**config.mk**
```make
export PLATFORM = sky130hd
export DESIGN_NAME = packet_header_stripper_unit
export DESIGN_NICKNAME = d
export VERILOG_FILES = /design/src/rtl/phs_pkg.sv /design/src/rtl/phs_in_reg.sv /design/src/rtl/phs_parser.sv /design/src/rtl/packet_header_stripper_unit.sv
export VERILOG_INCLUDE_DIRS = /design/src /design/src/rtl
export SDC_FILE = /design/constraint.sdc
export NUM_CORES = 1
export LEC_CHECK = 0
export BUFFER_PORTS_ARGS = -buffer_cell sky130_fd_sc_hd__buf_2
export CORE_ASPECT_RATIO = 0.75
export CORE_MARGIN = 2
export CORE_UTILIZATION = 55
export DETAILED_ROUTE_END_ITERATION = 6
export PLACE_DENSITY = 0.76
export SKIP_LAST_GASP = 1
export SLEW_MARGIN = 20
export SYNTH_ARGS = -nofsm -noshare
export SYNTH_HDL_FRONTEND = slang
export SYNTH_SLANG_ARGS = --single-unit
export TNS_END_PERCENT = 30
```
**constraint.sdc**
```tcl
create_clock -name clk_i -period 3 [get_ports clk_i]
set_clock_uncertainty 0.1 [all_clocks]
set_input_delay 0.6 -clock clk_i [delete_from_list [all_inputs] [get_ports clk_i]]
set_output_delay 0.6 -clock clk_i [all_outputs]
set_load 0.03 [all_outputs]
```
**src/rtl/packet_header_stripper_unit_macros.svh**
```systemverilog
// Assertion macros for the packet header stripper.
`ifndef PACKET_HEADER_STRIPPER_UNIT_MACROS_SVH
`define PACKET_HEADER_STRIPPER_UNIT_MACROS_SVH

`ifndef NO_ASSERTIONS

`define PHS_ASSERT_SAME(name, ante, cons) \
  name: assert property (@(posedge clk_i) disable iff (!rst_ni) (ante) |-> (cons)) \
    else $error("phs assertion failed");

`define PHS_ASSERT_NEXT(name, ante, cons) \
  name: assert property (@(posedge clk_i) disable iff (!rst_ni) (ante) |=> (cons)) \
    else $error("phs assertion failed");

`else

`define PHS_ASSERT_SAME(name, ante, cons)

`define PHS_ASSERT_NEXT(name, ante, cons)

`endif

`endif

```
**src/rtl/phs_pkg.sv**
```systemverilog
package phs_pkg;

  localparam logic [7:0]  TAG_MASK     = 8'hBC;
  localparam logic [7:0]  TAG_SESSION  = 8'h84;
  localparam logic [7:0]  TAG_DATA     = 8'hA4;
  localparam logic [7:0]  PK_VER_A     = 8'h03;
  localparam logic [7:0]  PK_VER_B     = 8'h02;
  localparam logic [7:0]  ALG_VER      = 8'h01;
  localparam logic [31:0] INDEF_LEN    = 32'h7FFF_FFFF;
  localparam logic [3:0]  ALG_IDX      = 4'd9;
  localparam logic [3:0]  LAST_HDR_IDX = 4'd11;

  typedef enum logic [3:0] {
    PH_TAG  = 4'b0001,
    PH_LEN  = 4'b0010,
    PH_HEAD = 4'b0100,
    PH_BODY = 4'b1000
  } phase_e;

  typedef enum logic [1:0] {
    CLS_OTHER = 2'd0,
    CLS_SESS  = 2'd1,
    CLS_DATA  = 2'd2
  } class_e;

  typedef enum logic [2:0] {
    KIND_PAYLOAD    = 3'd0,
    KIND_BAD_PK_VER = 3'd1,
    KIND_BAD_ALG    = 3'd2,
    KIND_EXTRA_DROP = 3'd3,
    KIND_CONV_DROP  = 3'd4
  } kind_e;

  typedef struct packed {
    phase_e phase;
    logic   session_seen;
  } phs_status_t;

endpackage

```
**src/rtl/phs_in_reg.sv**
```systemverilog
module phs_in_reg (
  input  logic       clk_i,
  input  logic       rst_ni,
  input  logic       s_valid_i,
  output logic       s_ready_o,
  input  logic [7:0] s_byte_i,
  output logic       item_valid_o,
  input  logic       item_ready_i,
  output logic [7:0] item_byte_o
);

  logic       valid_q;
  logic       valid_d;
  logic [7:0] byte_q;

  assign s_ready_o = !valid_q || item_ready_i;
  assign valid_d   = s_ready_o ? s_valid_i : valid_q;

  always_ff @(posedge clk_i or negedge rst_ni) begin
    if (!rst_ni) begin
      valid_q <= 1'b0;
    end else begin
      valid_q <= valid_d;
    end
  end

  // hold the byte until the parser takes it
  always_ff @(posedge clk_i) begin
    if (s_ready_o && s_valid_i) begin
      byte_q <= s_byte_i;
    end
  end

  assign item_valid_o = valid_q;
  assign item_byte_o  = byte_q;

endmodule

```
**src/rtl/phs_parser.sv**
```systemverilog
module phs_parser (
  input  logic                 clk_i,
  input  logic                 rst_ni,
  input  logic                 cfg_we_i,
  input  logic                 cfg_conv_i,
  input  logic                 item_valid_i,
  output logic                 item_ready_o,
  input  logic [7:0]           item_byte_i,
  output logic                 out_valid_o,
  input  logic                 out_ready_i,
  output logic [7:0]           out_byte_o,
  output logic [2:0]           out_kind_o,
  output phs_pkg::phs_status_t status_o
);

  logic            conv_q;
  phs_pkg::phase_e phase_q, phase_d;
  phs_pkg::class_e cls_q, cls_d;
  logic [2:0]      lbl_q, lbl_d;
  logic [31:0]     bytes_q, bytes_d, br_len, br_dec;
  logic [3:0]      hidx_q, hidx_d;
  logic            drop_q, drop_d;
  logic            seen_q, seen_d;
  logic            emit;
  logic            len_done;
  logic [7:0]      emit_byte;
  phs_pkg::kind_e  emit_kind;
  logic            out_free;
  logic            fire;
  logic            out_valid_q;
  logic [7:0]      out_byte_q;
  phs_pkg::kind_e  out_kind_q;
  logic [7:0]      b;
  logic [7:0]      tag_cls;

  assign out_free     = !out_valid_q || out_ready_i;
  assign item_ready_o = out_free;
  assign fire         = item_valid_i && out_free;
  assign b            = item_byte_i;
  assign tag_cls      = b & phs_pkg::TAG_MASK;
  assign br_dec       = (bytes_q != 32'd0) ? bytes_q - 32'd1 : bytes_q;

  always_comb begin
    phase_d   = phase_q;
    cls_d     = cls_q;
    lbl_d     = lbl_q;
    bytes_d   = bytes_q;
    hidx_d    = hidx_q;
    drop_d    = drop_q;
    seen_d    = seen_q;
    emit      = 1'b0;
    emit_byte = 8'd0;
    emit_kind = phs_pkg::KIND_PAYLOAD;
    len_done  = 1'b0;
    br_len    = bytes_q;

    case (phase_q)
      phs_pkg::PH_LEN: begin
        br_len  = {bytes_q[23:0], b};
        bytes_d = br_len;
        lbl_d   = lbl_q - 3'd1;
        if (lbl_q == 3'd1) begin
          len_done = 1'b1;
        end
      end
      phs_pkg::PH_HEAD: begin
        if (hidx_q == 4'd0 && b != phs_pkg::PK_VER_A && b != phs_pkg::PK_VER_B) begin
          emit      = 1'b1;
          emit_kind = phs_pkg::KIND_BAD_PK_VER;
        end else if (hidx_q == phs_pkg::ALG_IDX && b != phs_pkg::ALG_VER) begin
          emit      = 1'b1;
          emit_kind = phs_pkg::KIND_BAD_ALG;
        end
        bytes_d = br_dec;
        hidx_d  = hidx_q + 4'd1;
        if (hidx_q == phs_pkg::LAST_HDR_IDX) begin
          hidx_d  = 4'd0;
          seen_d  = 1'b1;
          drop_d  = 1'b0;
          phase_d = (br_dec != 32'd0) ? phs_pkg::PH_BODY : phs_pkg::PH_TAG;
        end
      end
      phs_pkg::PH_BODY: begin
        bytes_d = br_dec;
        if (!drop_q) begin
          emit      = 1'b1;
          emit_byte = b;
        end
        if (br_dec == 32'd0) begin
          phase_d = phs_pkg::PH_TAG;
        end
      end
      default: begin
        if (tag_cls == phs_pkg::TAG_SESSION) begin
          cls_d = phs_pkg::CLS_SESS;
        end else if (tag_cls == phs_pkg::TAG_DATA) begin
          cls_d = phs_pkg::CLS_DATA;
        end else begin
          cls_d = phs_pkg::CLS_OTHER;
        end
        case (b[1:0])
          2'd0:    lbl_d = 3'd1;
          2'd1:    lbl_d = 3'd2;
          2'd2:    lbl_d = 3'd4;
          default: lbl_d = 3'd0;
        endcase
        if (b[1:0] == 2'd3) begin
          br_len   = phs_pkg::INDEF_LEN;
          bytes_d  = phs_pkg::INDEF_LEN;
          len_done = 1'b1;
        end else begin
          bytes_d = 32'd0;
          phase_d = phs_pkg::PH_LEN;
        end
      end
    endcase

    if (len_done) begin
      if (cls_d == phs_pkg::CLS_SESS) begin
        if (seen_q || conv_q) begin
          drop_d    = 1'b1;
          phase_d   = (br_len != 32'd0) ? phs_pkg::PH_BODY : phs_pkg::PH_TAG;
          emit      = 1'b1;
          emit_kind = seen_q ? phs_pkg::KIND_EXTRA_DROP : phs_pkg::KIND_CONV_DROP;
        end else begin
          phase_d = phs_pkg::PH_HEAD;
          hidx_d  = 4'd0;
          drop_d  = 1'b0;
        end
      end else begin
        drop_d  = (cls_d != phs_pkg::CLS_DATA);
        phase_d = (br_len != 32'd0) ? phs_pkg::PH_BODY : phs_pkg::PH_TAG;
      end
    end
  end

  always_ff @(posedge clk_i or negedge rst_ni) begin
    if (!rst_ni) begin
      conv_q      <= 1'b0;
      phase_q     <= phs_pkg::PH_TAG;
      cls_q       <= phs_pkg::CLS_OTHER;
      lbl_q       <= 3'd0;
      bytes_q     <= 32'd0;
      hidx_q      <= 4'd0;
      drop_q      <= 1'b0;
      seen_q      <= 1'b0;
      out_valid_q <= 1'b0;
    end else begin
      if (cfg_we_i) begin
        conv_q <= cfg_conv_i;
      end
      if (fire) begin
        phase_q <= phase_d;
        cls_q   <= cls_d;
        lbl_q   <= lbl_d;
        bytes_q <= bytes_d;
        hidx_q  <= hidx_d;
        drop_q  <= drop_d;
        seen_q  <= seen_d;
      end
      if (out_free) begin
        out_valid_q <= fire && emit;
      end
    end
  end

  // load the result register only with a new result
  always_ff @(posedge clk_i) begin
    if (fire && emit) begin
      out_byte_q <= emit_byte;
      out_kind_q <= emit_kind;
    end
  end

  assign out_valid_o           = out_valid_q;
  assign out_byte_o            = out_byte_q;
  assign out_kind_o            = out_kind_q;
  assign status_o.phase        = phase_q;
  assign status_o.session_seen = seen_q;

endmodule

```
**src/rtl/packet_header_stripper_unit.sv**
```systemverilog
// Strips old-format packet headers from a byte stream. Each byte is one item on
// s_axis; the payload of session-key and data packets leaves on m_axis with
// tuser 0, and warnings (bad version bytes, dropped session-key packets) leave
// as a zero byte with a non-zero tuser kind. Other packets are consumed without
// output; header bytes give no payload. One byte is taken per cycle unless m_axis
// stalls; its result passes the input register, then the result register, to
// m_axis, and a stalled m_axis backs up through both registers.
// cfg carries conventional_mode and is always ready; write it only while idle.
`include "packet_header_stripper_unit_macros.svh"

module packet_header_stripper_unit (
  input  logic       clk_i,
  input  logic       rst_ni,
  input  logic       cfg_valid_i,
  output logic       cfg_ready_o,
  input  logic       cfg_data_i,       // conventional_mode
  input  logic       s_axis_tvalid,
  output logic       s_axis_tready,
  input  logic [7:0] s_axis_tdata,     // [7:0] in_byte
  output logic       m_axis_tvalid,
  input  logic       m_axis_tready,
  output logic [7:0] m_axis_tdata,     // [7:0] out_byte
  output logic [2:0] m_axis_tuser      // [2:0] out_kind
);

  logic                 item_valid;
  logic                 item_ready;
  logic [7:0]           item_byte;
  phs_pkg::phs_status_t status;

  assign cfg_ready_o = 1'b1;

  phs_in_reg u_in_reg (
    .clk_i        (clk_i),
    .rst_ni       (rst_ni),
    .s_valid_i    (s_axis_tvalid),
    .s_ready_o    (s_axis_tready),
    .s_byte_i     (s_axis_tdata),
    .item_valid_o (item_valid),
    .item_ready_i (item_ready),
    .item_byte_o  (item_byte)
  );

  phs_parser u_parser (
    .clk_i        (clk_i),
    .rst_ni       (rst_ni),
    .cfg_we_i     (cfg_valid_i && cfg_ready_o),
    .cfg_conv_i   (cfg_data_i),
    .item_valid_i (item_valid),
    .item_ready_o (item_ready),
    .item_byte_i  (item_byte),
    .out_valid_o  (m_axis_tvalid),
    .out_ready_i  (m_axis_tready),
    .out_byte_o   (m_axis_tdata),
    .out_kind_o   (m_axis_tuser),
    .status_o     (status)
  );

  `PHS_ASSERT_SAME(a_warn_zero, m_axis_tvalid && m_axis_tuser != phs_pkg::KIND_PAYLOAD, m_axis_tdata == 8'd0)
  `PHS_ASSERT_NEXT(a_seen_sticky, status.session_seen, status.session_seen)
  `PHS_ASSERT_SAME(a_extra_after_seen, m_axis_tvalid && m_axis_tuser == phs_pkg::KIND_EXTRA_DROP, status.session_seen)

endmodule

```
======== Yosys cells after proc, flatten, opt, wreduce, memory -nomap -nowiden ========
Cells that the tools add are included.
word-level totals
  output and inout port bits .............. 14
  bits of input ports ..................... 14
  memories ................................ 0
  memory bits (writable) .................. 0
  logic and storage cells ................. 110
  bits in read-only memories .............. 0
  register bits after elaboration ......... 69
  bits in latches ......................... 0
cells by class
  mux-type cells .......................... 46
  reductions and logical operators ........ 26
  $add $sub $neg .......................... 3
  eq/ne operators ......................... 20
  shift operators ......................... 0
  order comparisons ....................... 0
  div/mod/pow operators ................... 0
  multiply operators ...................... 0
  bitwise gates (word level) .............. 2
operators with widths
  operator                                            count
  case mux 32 bit (2 select lines)                    2
  nonzero test 32 bit                                 3
  two-way mux 32 bit                                  2
  two-way mux 4 bit                                   13
  logical NOT 32 bit                                  1
  subtractor 32 x 1 -> 32 bit, second input constant  1
  two-way mux 31 bit                                  1
  two-way mux 3 bit                                   6
  != test 8 x 2 -> 1 bit, second input constant       2
  two-way mux 1 bit                                   13
  == test 4 bit, second input constant                3
  case mux 4 bit (3 select lines)                     1
  == test 5 bit, second input constant                2
  case mux 3 bit (3 select lines)                     1
  two-way mux 2 bit                                   4
  != test 8 x 1 -> 1 bit, second input constant       1
  logical AND 1 bit                                   6
  != test 3 x 1 -> 1 bit, second input constant       2
  case mux 3 bit (2 select lines)                     1
  AND reduction 3 bit                                 2
  AND reduction 5 bit                                 1
  adder 4 x 1 -> 4 bit, second input constant         1
  == test 2 x 1 -> 1 bit, second input constant       2
  == test 2 bit, second input constant                2
  other kinds (17)                                    24

======== Logic depth before layout (Yosys ltp) ========
  depth in word-level cells ............... 9
  mapped depth ............................ 11
  mapped depth without buffers ............ 10

======== By module ========
From an unflattened synthesis, not the netlist that was laid out.
unflattened totals
  cells, all modules ...................... 513
  area total of the unflattened synthesis .. 4465.5 µm²
modules (own cells, without submodules)
  module                       cells each  instances  area each (µm²)  sequential area each (µm²)
  phs_parser                   499         1          4160.2           1557.7
  phs_in_reg                   12          1          294.0            265.3
  packet_header_stripper_unit  2           1          11.3             0.0

======== Worst setup path before layout ========
No wires, ideal clock.
  path kind ............................... reg-to-reg
  from .................................... reg u_parser.bytes_q[0]
  to ...................................... reg u_parser.phase_q[0]
  clock period less this slack ............ 2.912 ns
  stages on the path, launching flop included .. 12
  arrival time ............................ 2.724 ns
  path buffers ............................ 1
  setup time .............................. 0.088 ns
  data required time ...................... 2.812 ns
  setup slack ............................. 0.088 ns
  cells stage by stage .................... dfrtp_1 > inv_1 > ha_1 > nor3b_2 > nand4_4 > or3_4 > buf_6 > a221oi_2 > nand2_1 > nor4_4 > nand4_1 > a221oi_2
on the way
  cells in the longest elaborated chain, start to end .. 7
  elaborated cells on any way between the ends .. 17
  those cells by class .................... add/sub (1); eq/ne (1); mux (10); reduce/logical (5)
ends and longest elaborated chain
  what                                                                    line                                                    text
  start, declared                                                         phs_parser.sv:20                                        logic [31:0] bytes_q, bytes_d, br_len, br_dec;
  start signal, assigned                                                  phs_parser.sv:156                                       bytes_q <= bytes_d;
  subtractor 32 x 1 -> 32 bit (tied with other cells)                     phs_parser.sv:41                                        assign br_dec = (bytes_q != 32'd0) ? bytes_q - 32'd1 : bytes_q;
  two-way mux 32 bit or case mux 32 bit (2 select lines) (tied branches)  phs_parser.sv:41, phs_parser.sv:57
  nonzero test 32 bit, on equally long branches                           phs_parser.sv:80, phs_parser.sv:122, phs_parser.sv:132
  two-way mux 4 bit, on equally long branches                             phs_parser.sv:80, phs_parser.sv:122, phs_parser.sv:132
  two-way mux 4 bit, on equally long branches                             phs_parser.sv:76, phs_parser.sv:120
  case mux 4 bit (3 select lines) or two-way mux 4 bit (tied branches)    phs_parser.sv:57, phs_parser.sv:119
  two-way mux 4 bit                                                       phs_parser.sv:118                                       if (len_done) begin
  end signal, assigned                                                    phs_parser.sv:140                                       phase_q <= phs_pkg::PH_TAG;
  end signal, assigned                                                    phs_parser.sv:153                                       phase_q <= phase_d;
  end, declared                                                           phs_parser.sv:17                                        phs_pkg::phase_e phase_q, phase_d;
Parallel ways exist; a longest one is shown, timed or not. The select of a mux whose other input is x is not followed.
A chain may end at the register's enable or synchronous reset.

======== Worst setup path in the final report ========
  from .................................... reg u_parser.bytes_q[9]
  to ...................................... reg u_parser.phase_q[0]
The elaborated chain is that of the path after synthesis.

==> impl_summary.txt <==
----------------------------------------------------
[Run status]
  Run status ... complete, but fails checks
  Violations in the final reports ... design-rule violations

[Die]
  Die Y ... 83.64 um
  Area enclosed by the die boundary ... 0.009215 mm^2
  Number of core rows ... 29
  Number of top-level pins ... 28
  Width of the die ... 110.2 um
  Core footprint ... 0.008346 mm^2
  Initial Utilization ... 55.73%

[Synth]
  Top cells by area, synth ... sky130_fd_sc_hd__dfrtp_1, sky130_fd_sc_hd__edfxtp_1, sky130_fd_sc_hd__a21oi_1
  Share of synthesized area spent on multiplexers ... 0.6995%
  Post-synthesis sequential element count ... 69
  Compound-gate portion of the synthesized area ... 24.35%
  Most common cell in the netlist ... sky130_fd_sc_hd__nor2_1
  Synthesized cell area ... 0.004651 mm^2
  Net count after synthesis ... 565
  Synth top area share ... 26.37%
  Sequential-to-total area share from yosys stat ... 39.20%
  Count of flip-flops with a built-in enable after synthesis ... 19
  Synthesized instance count ... 545
  Post-Synthesis Mean Instance Area ... 8.533 um^2
  Simple logic cell fraction of the synthesized area ... 26.90%
  Count of yosys warnings during synthesis ... 0
  Largest family of logic cells by synthesized area ... simple AND/OR/NAND/NOR gates
  Proportion of synthesized flip-flops having asynchronous set or reset ... 72.46%
  Post-synth cell types ... 68
  Ys flop type ... sky130_fd_sc_hd__dfrtp_1
  Most frequent cells after synthesis ... sky130_fd_sc_hd__nor2_1, sky130_fd_sc_hd__dfrtp_1, sky130_fd_sc_hd__a21oi_1
  Post-synthesis share of cell area spent on full adders, half adders and majority gates ... 1.614%
  Cell type contributing the most total cell area after synthesis ... sky130_fd_sc_hd__dfrtp_1
  Fraction of synthesized cell area in xor and xnor cells ... 1.695%

[STA]
  Crit path time final ... 2.921 ns
  Portion of the clock cycle consumed by the worst path in the final layout ... 97.36%
  Count of final setup violators ... 0
  Max transition margin ... 50.44%
  Final WS setup ... 0.07911 ns
  Setup TNS ... 0 ns
  Fmax ... 342.4 MHz
  Final-report max-slew violation count ... 0
  Hold violation total from the final report ... 0
  Worst-Margin Slew ... 0.7417 ns

[Clocking]
  Clock buffers created by TritonCTS ... 9
  Clock transition at the register clock pins on the worst setup and hold paths after CTS ... 0.07 ns
  Clock Latency Late Sink ... 0.35 ns
  Clk sink count ... 69
  H-Tree Level Count ... 3
  CTS tree ... built
  Hold-fix buffers at CTS ... 0
  Clock tree buffer depth ... 2
  CTS Root Buffer Type ... sky130_fd_sc_hd__clkbuf_16

[Power]
  Post-layout power ... 5.971 mW
  Total power per unit cell area ... 1047 mW/mm^2
  Leakage power of the design ... 2.289 nW
  Worst ir drop on vdd ... 583.2 uV

[Detailed routing]
  Violation count after the first detailed-routing iteration ... 646
  DRC viols ... 1
  Routed wire length ... 15.55 mm
  Wire length per cell ... 21.27 um
  Number of antenna-violating nets in the routed design ... 0
  Router iterations before antenna repair ... 7
  Vias per cell ... 6.707
  Number of vias after detailed routing ... 4903

[Setup path]
  Cell class contributing the biggest share of worst-path delay ... simple AND/OR/NAND/NOR gates
  Data required time at the worst endpoint ... 3.15 ns
  Worst reg2reg startpoint ... u_parser.bytes_q[9]
  Classification of the worst setup path ... reg2reg
  Cell breakdown of the critical path ... or4_4 > nor4_4 > o211ai_1 > xnor2_1 > a211o_1 > nor4_4 > nand4_1 > a221oi_2
  Worst Setup End Kind ... flip-flop
  Reg2Reg Depth ... 8
  Buffers plus inverters on the worst setup path ... 0
  Longest individual stage delay on the worst path ... 0.60 ns
  Most used cell along the critical path ... sky130_fd_sc_hd__nor4_4
  Kind of launch point of the worst setup path ... flip-flop
  Arrival time worst endpoint ... 3.08 ns
  Worst setup startpoint ... u_parser.bytes_q[9]
  CP max FO ... 4
  Critical-path top delay cell ... sky130_fd_sc_hd__or4_4
  Number of cells on the critical path ... 8

[Place]
  Port bufs ... 26
  Global placer's final weighted congestion ... 1.001
  Post-detailed-placement half-perimeter wirelength ... 11.17 mm
  Pre-CTS setup slack ... -0.03686 ns

[Final layout]
  Area added between synthesis and finish ... 22.68%
  Share of layout cells above drive strength 1 ... 25.36%
  Antenna Cells ... 0
  Fin nets ... 638
  Post-route core utilization ... 68.37%
  Filler cell count ... 677

[Global route]
  Antenna violations before repair ... 0
  First-pass GRT wire length ... 24.71 mm
  Maximum number of pins on one net before global-route repair ... 51
  GRT Overall Usage ... 35.37%
  Final global-route overflow total ... 0
  Via count of the first global-routing pass ... 4653

[Run]
  Max Cap Violations ... 0

[Worst hold path]
  Class of the worst hold path ... in2async

----------------------------------------------------
## layout make-up
cell class | instances | area (um^2) | area share (%)
multi-input combinational | 417 | 2661 | 46.64
clock inverter | 7 | 73.82 | 1.294
clock buffer | 9 | 225.2 | 3.947
timing repair buffer | 104 | 715.7 | 12.54
tap | 108 | 135.1 | 2.368
inverter | 17 | 63.81 | 1.118
sequential | 69 | 1831 | 32.08
## report_power, final
| group | internal (mW) | total [mW] | switching [mW] |
|---|---|---|---|
| Combinational | 1.25 | 3.16 | 1.91 |
| Clock | 0.647 | 1.10 | 0.452 |
| Sequential | 1.29 | 1.71 | 0.424 |
| Total | 3.19 | 5.97 | 2.78 |
## metrics by stage
stage,cell area [um^2],std cells,hold WS (ns)
finish,5705,731,0.2920
CTS,5563,723,0.3016
global route,5705,731,0.3235
global placement,5251,707,0.3854
detailed placement,5251,707,0.3932
floorplan,4651,545,0.2044
## routing by layer
metal / global-route usage (%) / part of all wire, %
met3: 8.821 / 12
met1: 52.31 / 44
met2: 51.09 / 43
met4: 10.45 / 1.6
met5: 0 / 0
## cell usage in the layout, fill, tap and decap left out, types with 4 or more instances in the layout
cell / netlist / layout
sky130_fd_sc_hd__a211oi_1: 16 / 16
sky130_fd_sc_hd__a21o_1: 4 / 4
sky130_fd_sc_hd__a21oi_1: 47 / 47
sky130_fd_sc_hd__a221o_1: 6 / 6
sky130_fd_sc_hd__a221oi_1: 12 / 12
sky130_fd_sc_hd__a31oi_1: 8 / 8
sky130_fd_sc_hd__and2_1: 12 / 12
sky130_fd_sc_hd__and3_1: 6 / 6
sky130_fd_sc_hd__buf_2: 5 / 26
sky130_fd_sc_hd__buf_4: 3 / 78
sky130_fd_sc_hd__clkbuf_16: 0 / 9
sky130_fd_sc_hd__dfrtp_1: 49 / 43
sky130_fd_sc_hd__dfrtp_2: 0 / 6
sky130_fd_sc_hd__edfxtp_1: 19 / 19
sky130_fd_sc_hd__ha_1: 6 / 6
sky130_fd_sc_hd__inv_1: 17 / 17
sky130_fd_sc_hd__nand2_1: 38 / 38
sky130_fd_sc_hd__nand2b_1: 5 / 5
sky130_fd_sc_hd__nand3_1: 16 / 15
sky130_fd_sc_hd__nand4_1: 8 / 8
sky130_fd_sc_hd__nor2_1: 57 / 57
sky130_fd_sc_hd__nor3_1: 26 / 21
sky130_fd_sc_hd__nor3_2: 2 / 7
sky130_fd_sc_hd__nor4_1: 12 / 10
sky130_fd_sc_hd__nor4_4: 5 / 7
sky130_fd_sc_hd__o211ai_1: 4 / 4
sky130_fd_sc_hd__o21ai_0: 46 / 44
sky130_fd_sc_hd__o22ai_1: 5 / 5
sky130_fd_sc_hd__o31ai_1: 9 / 9
sky130_fd_sc_hd__or3_1: 10 / 10
sky130_fd_sc_hd__or4_1: 7 / 4
sky130_fd_sc_hd__xnor2_1: 8 / 8
## registers in the layout (all words and copies together), names as in the netlist
register / flops
u_parser.conv_q: 1
u_parser.out_kind_o: 3
u_parser.phase_q: 4
u_parser.bytes_q: 32
u_parser.hidx_q: 4
u_in_reg.item_byte_o: 8
u_parser.drop_q: 1
u_parser.seen_q: 1
u_parser.lbl_q: 3
u_in_reg.item_valid_o: 1
u_parser.cls_q: 2
u_parser.out_byte_o: 8
u_parser.out_valid_o: 1
## cell families (layout without fill, tap and decap cells)
| family | after synthesis | after routing |
|---|---|---|
| AOI/OAI and AO/OA | 176 | 176 |
| xor gates and xnor gates | 9 | 9 |
| adders and majority gates | 6 | 6 |
| buffers and inverters | 59 | 137 |
| DFF | 69 | 69 |
| muxes | 3 | 3 |
| other | 1 | 1 |
| and+or+nand+nor | 222 | 222 |
## final timing paths
kind                            slack, ns                 endpoint
worst max register to register       0.08      u_parser.phase_q[0]
worst max-delay path                 0.08      u_parser.phase_q[0]
worst min-delay path                 0.29     u_parser.bytes_q[14]
worst min register to register       0.40       u_parser.hidx_q[3]
min in group clk_i                   0.33  u_in_reg.item_byte_o[6]
max in group asynchronous            1.98     u_parser.bytes_q[19]
## what timing repair did
item | in CTS | in global routing
gates resized for setup | 3 | 22
setup buffers | 0 | 8
setup endpoints to repair | 2 | 2
pin swaps | 0 | 9
Power figures use the tool's default switching activity.
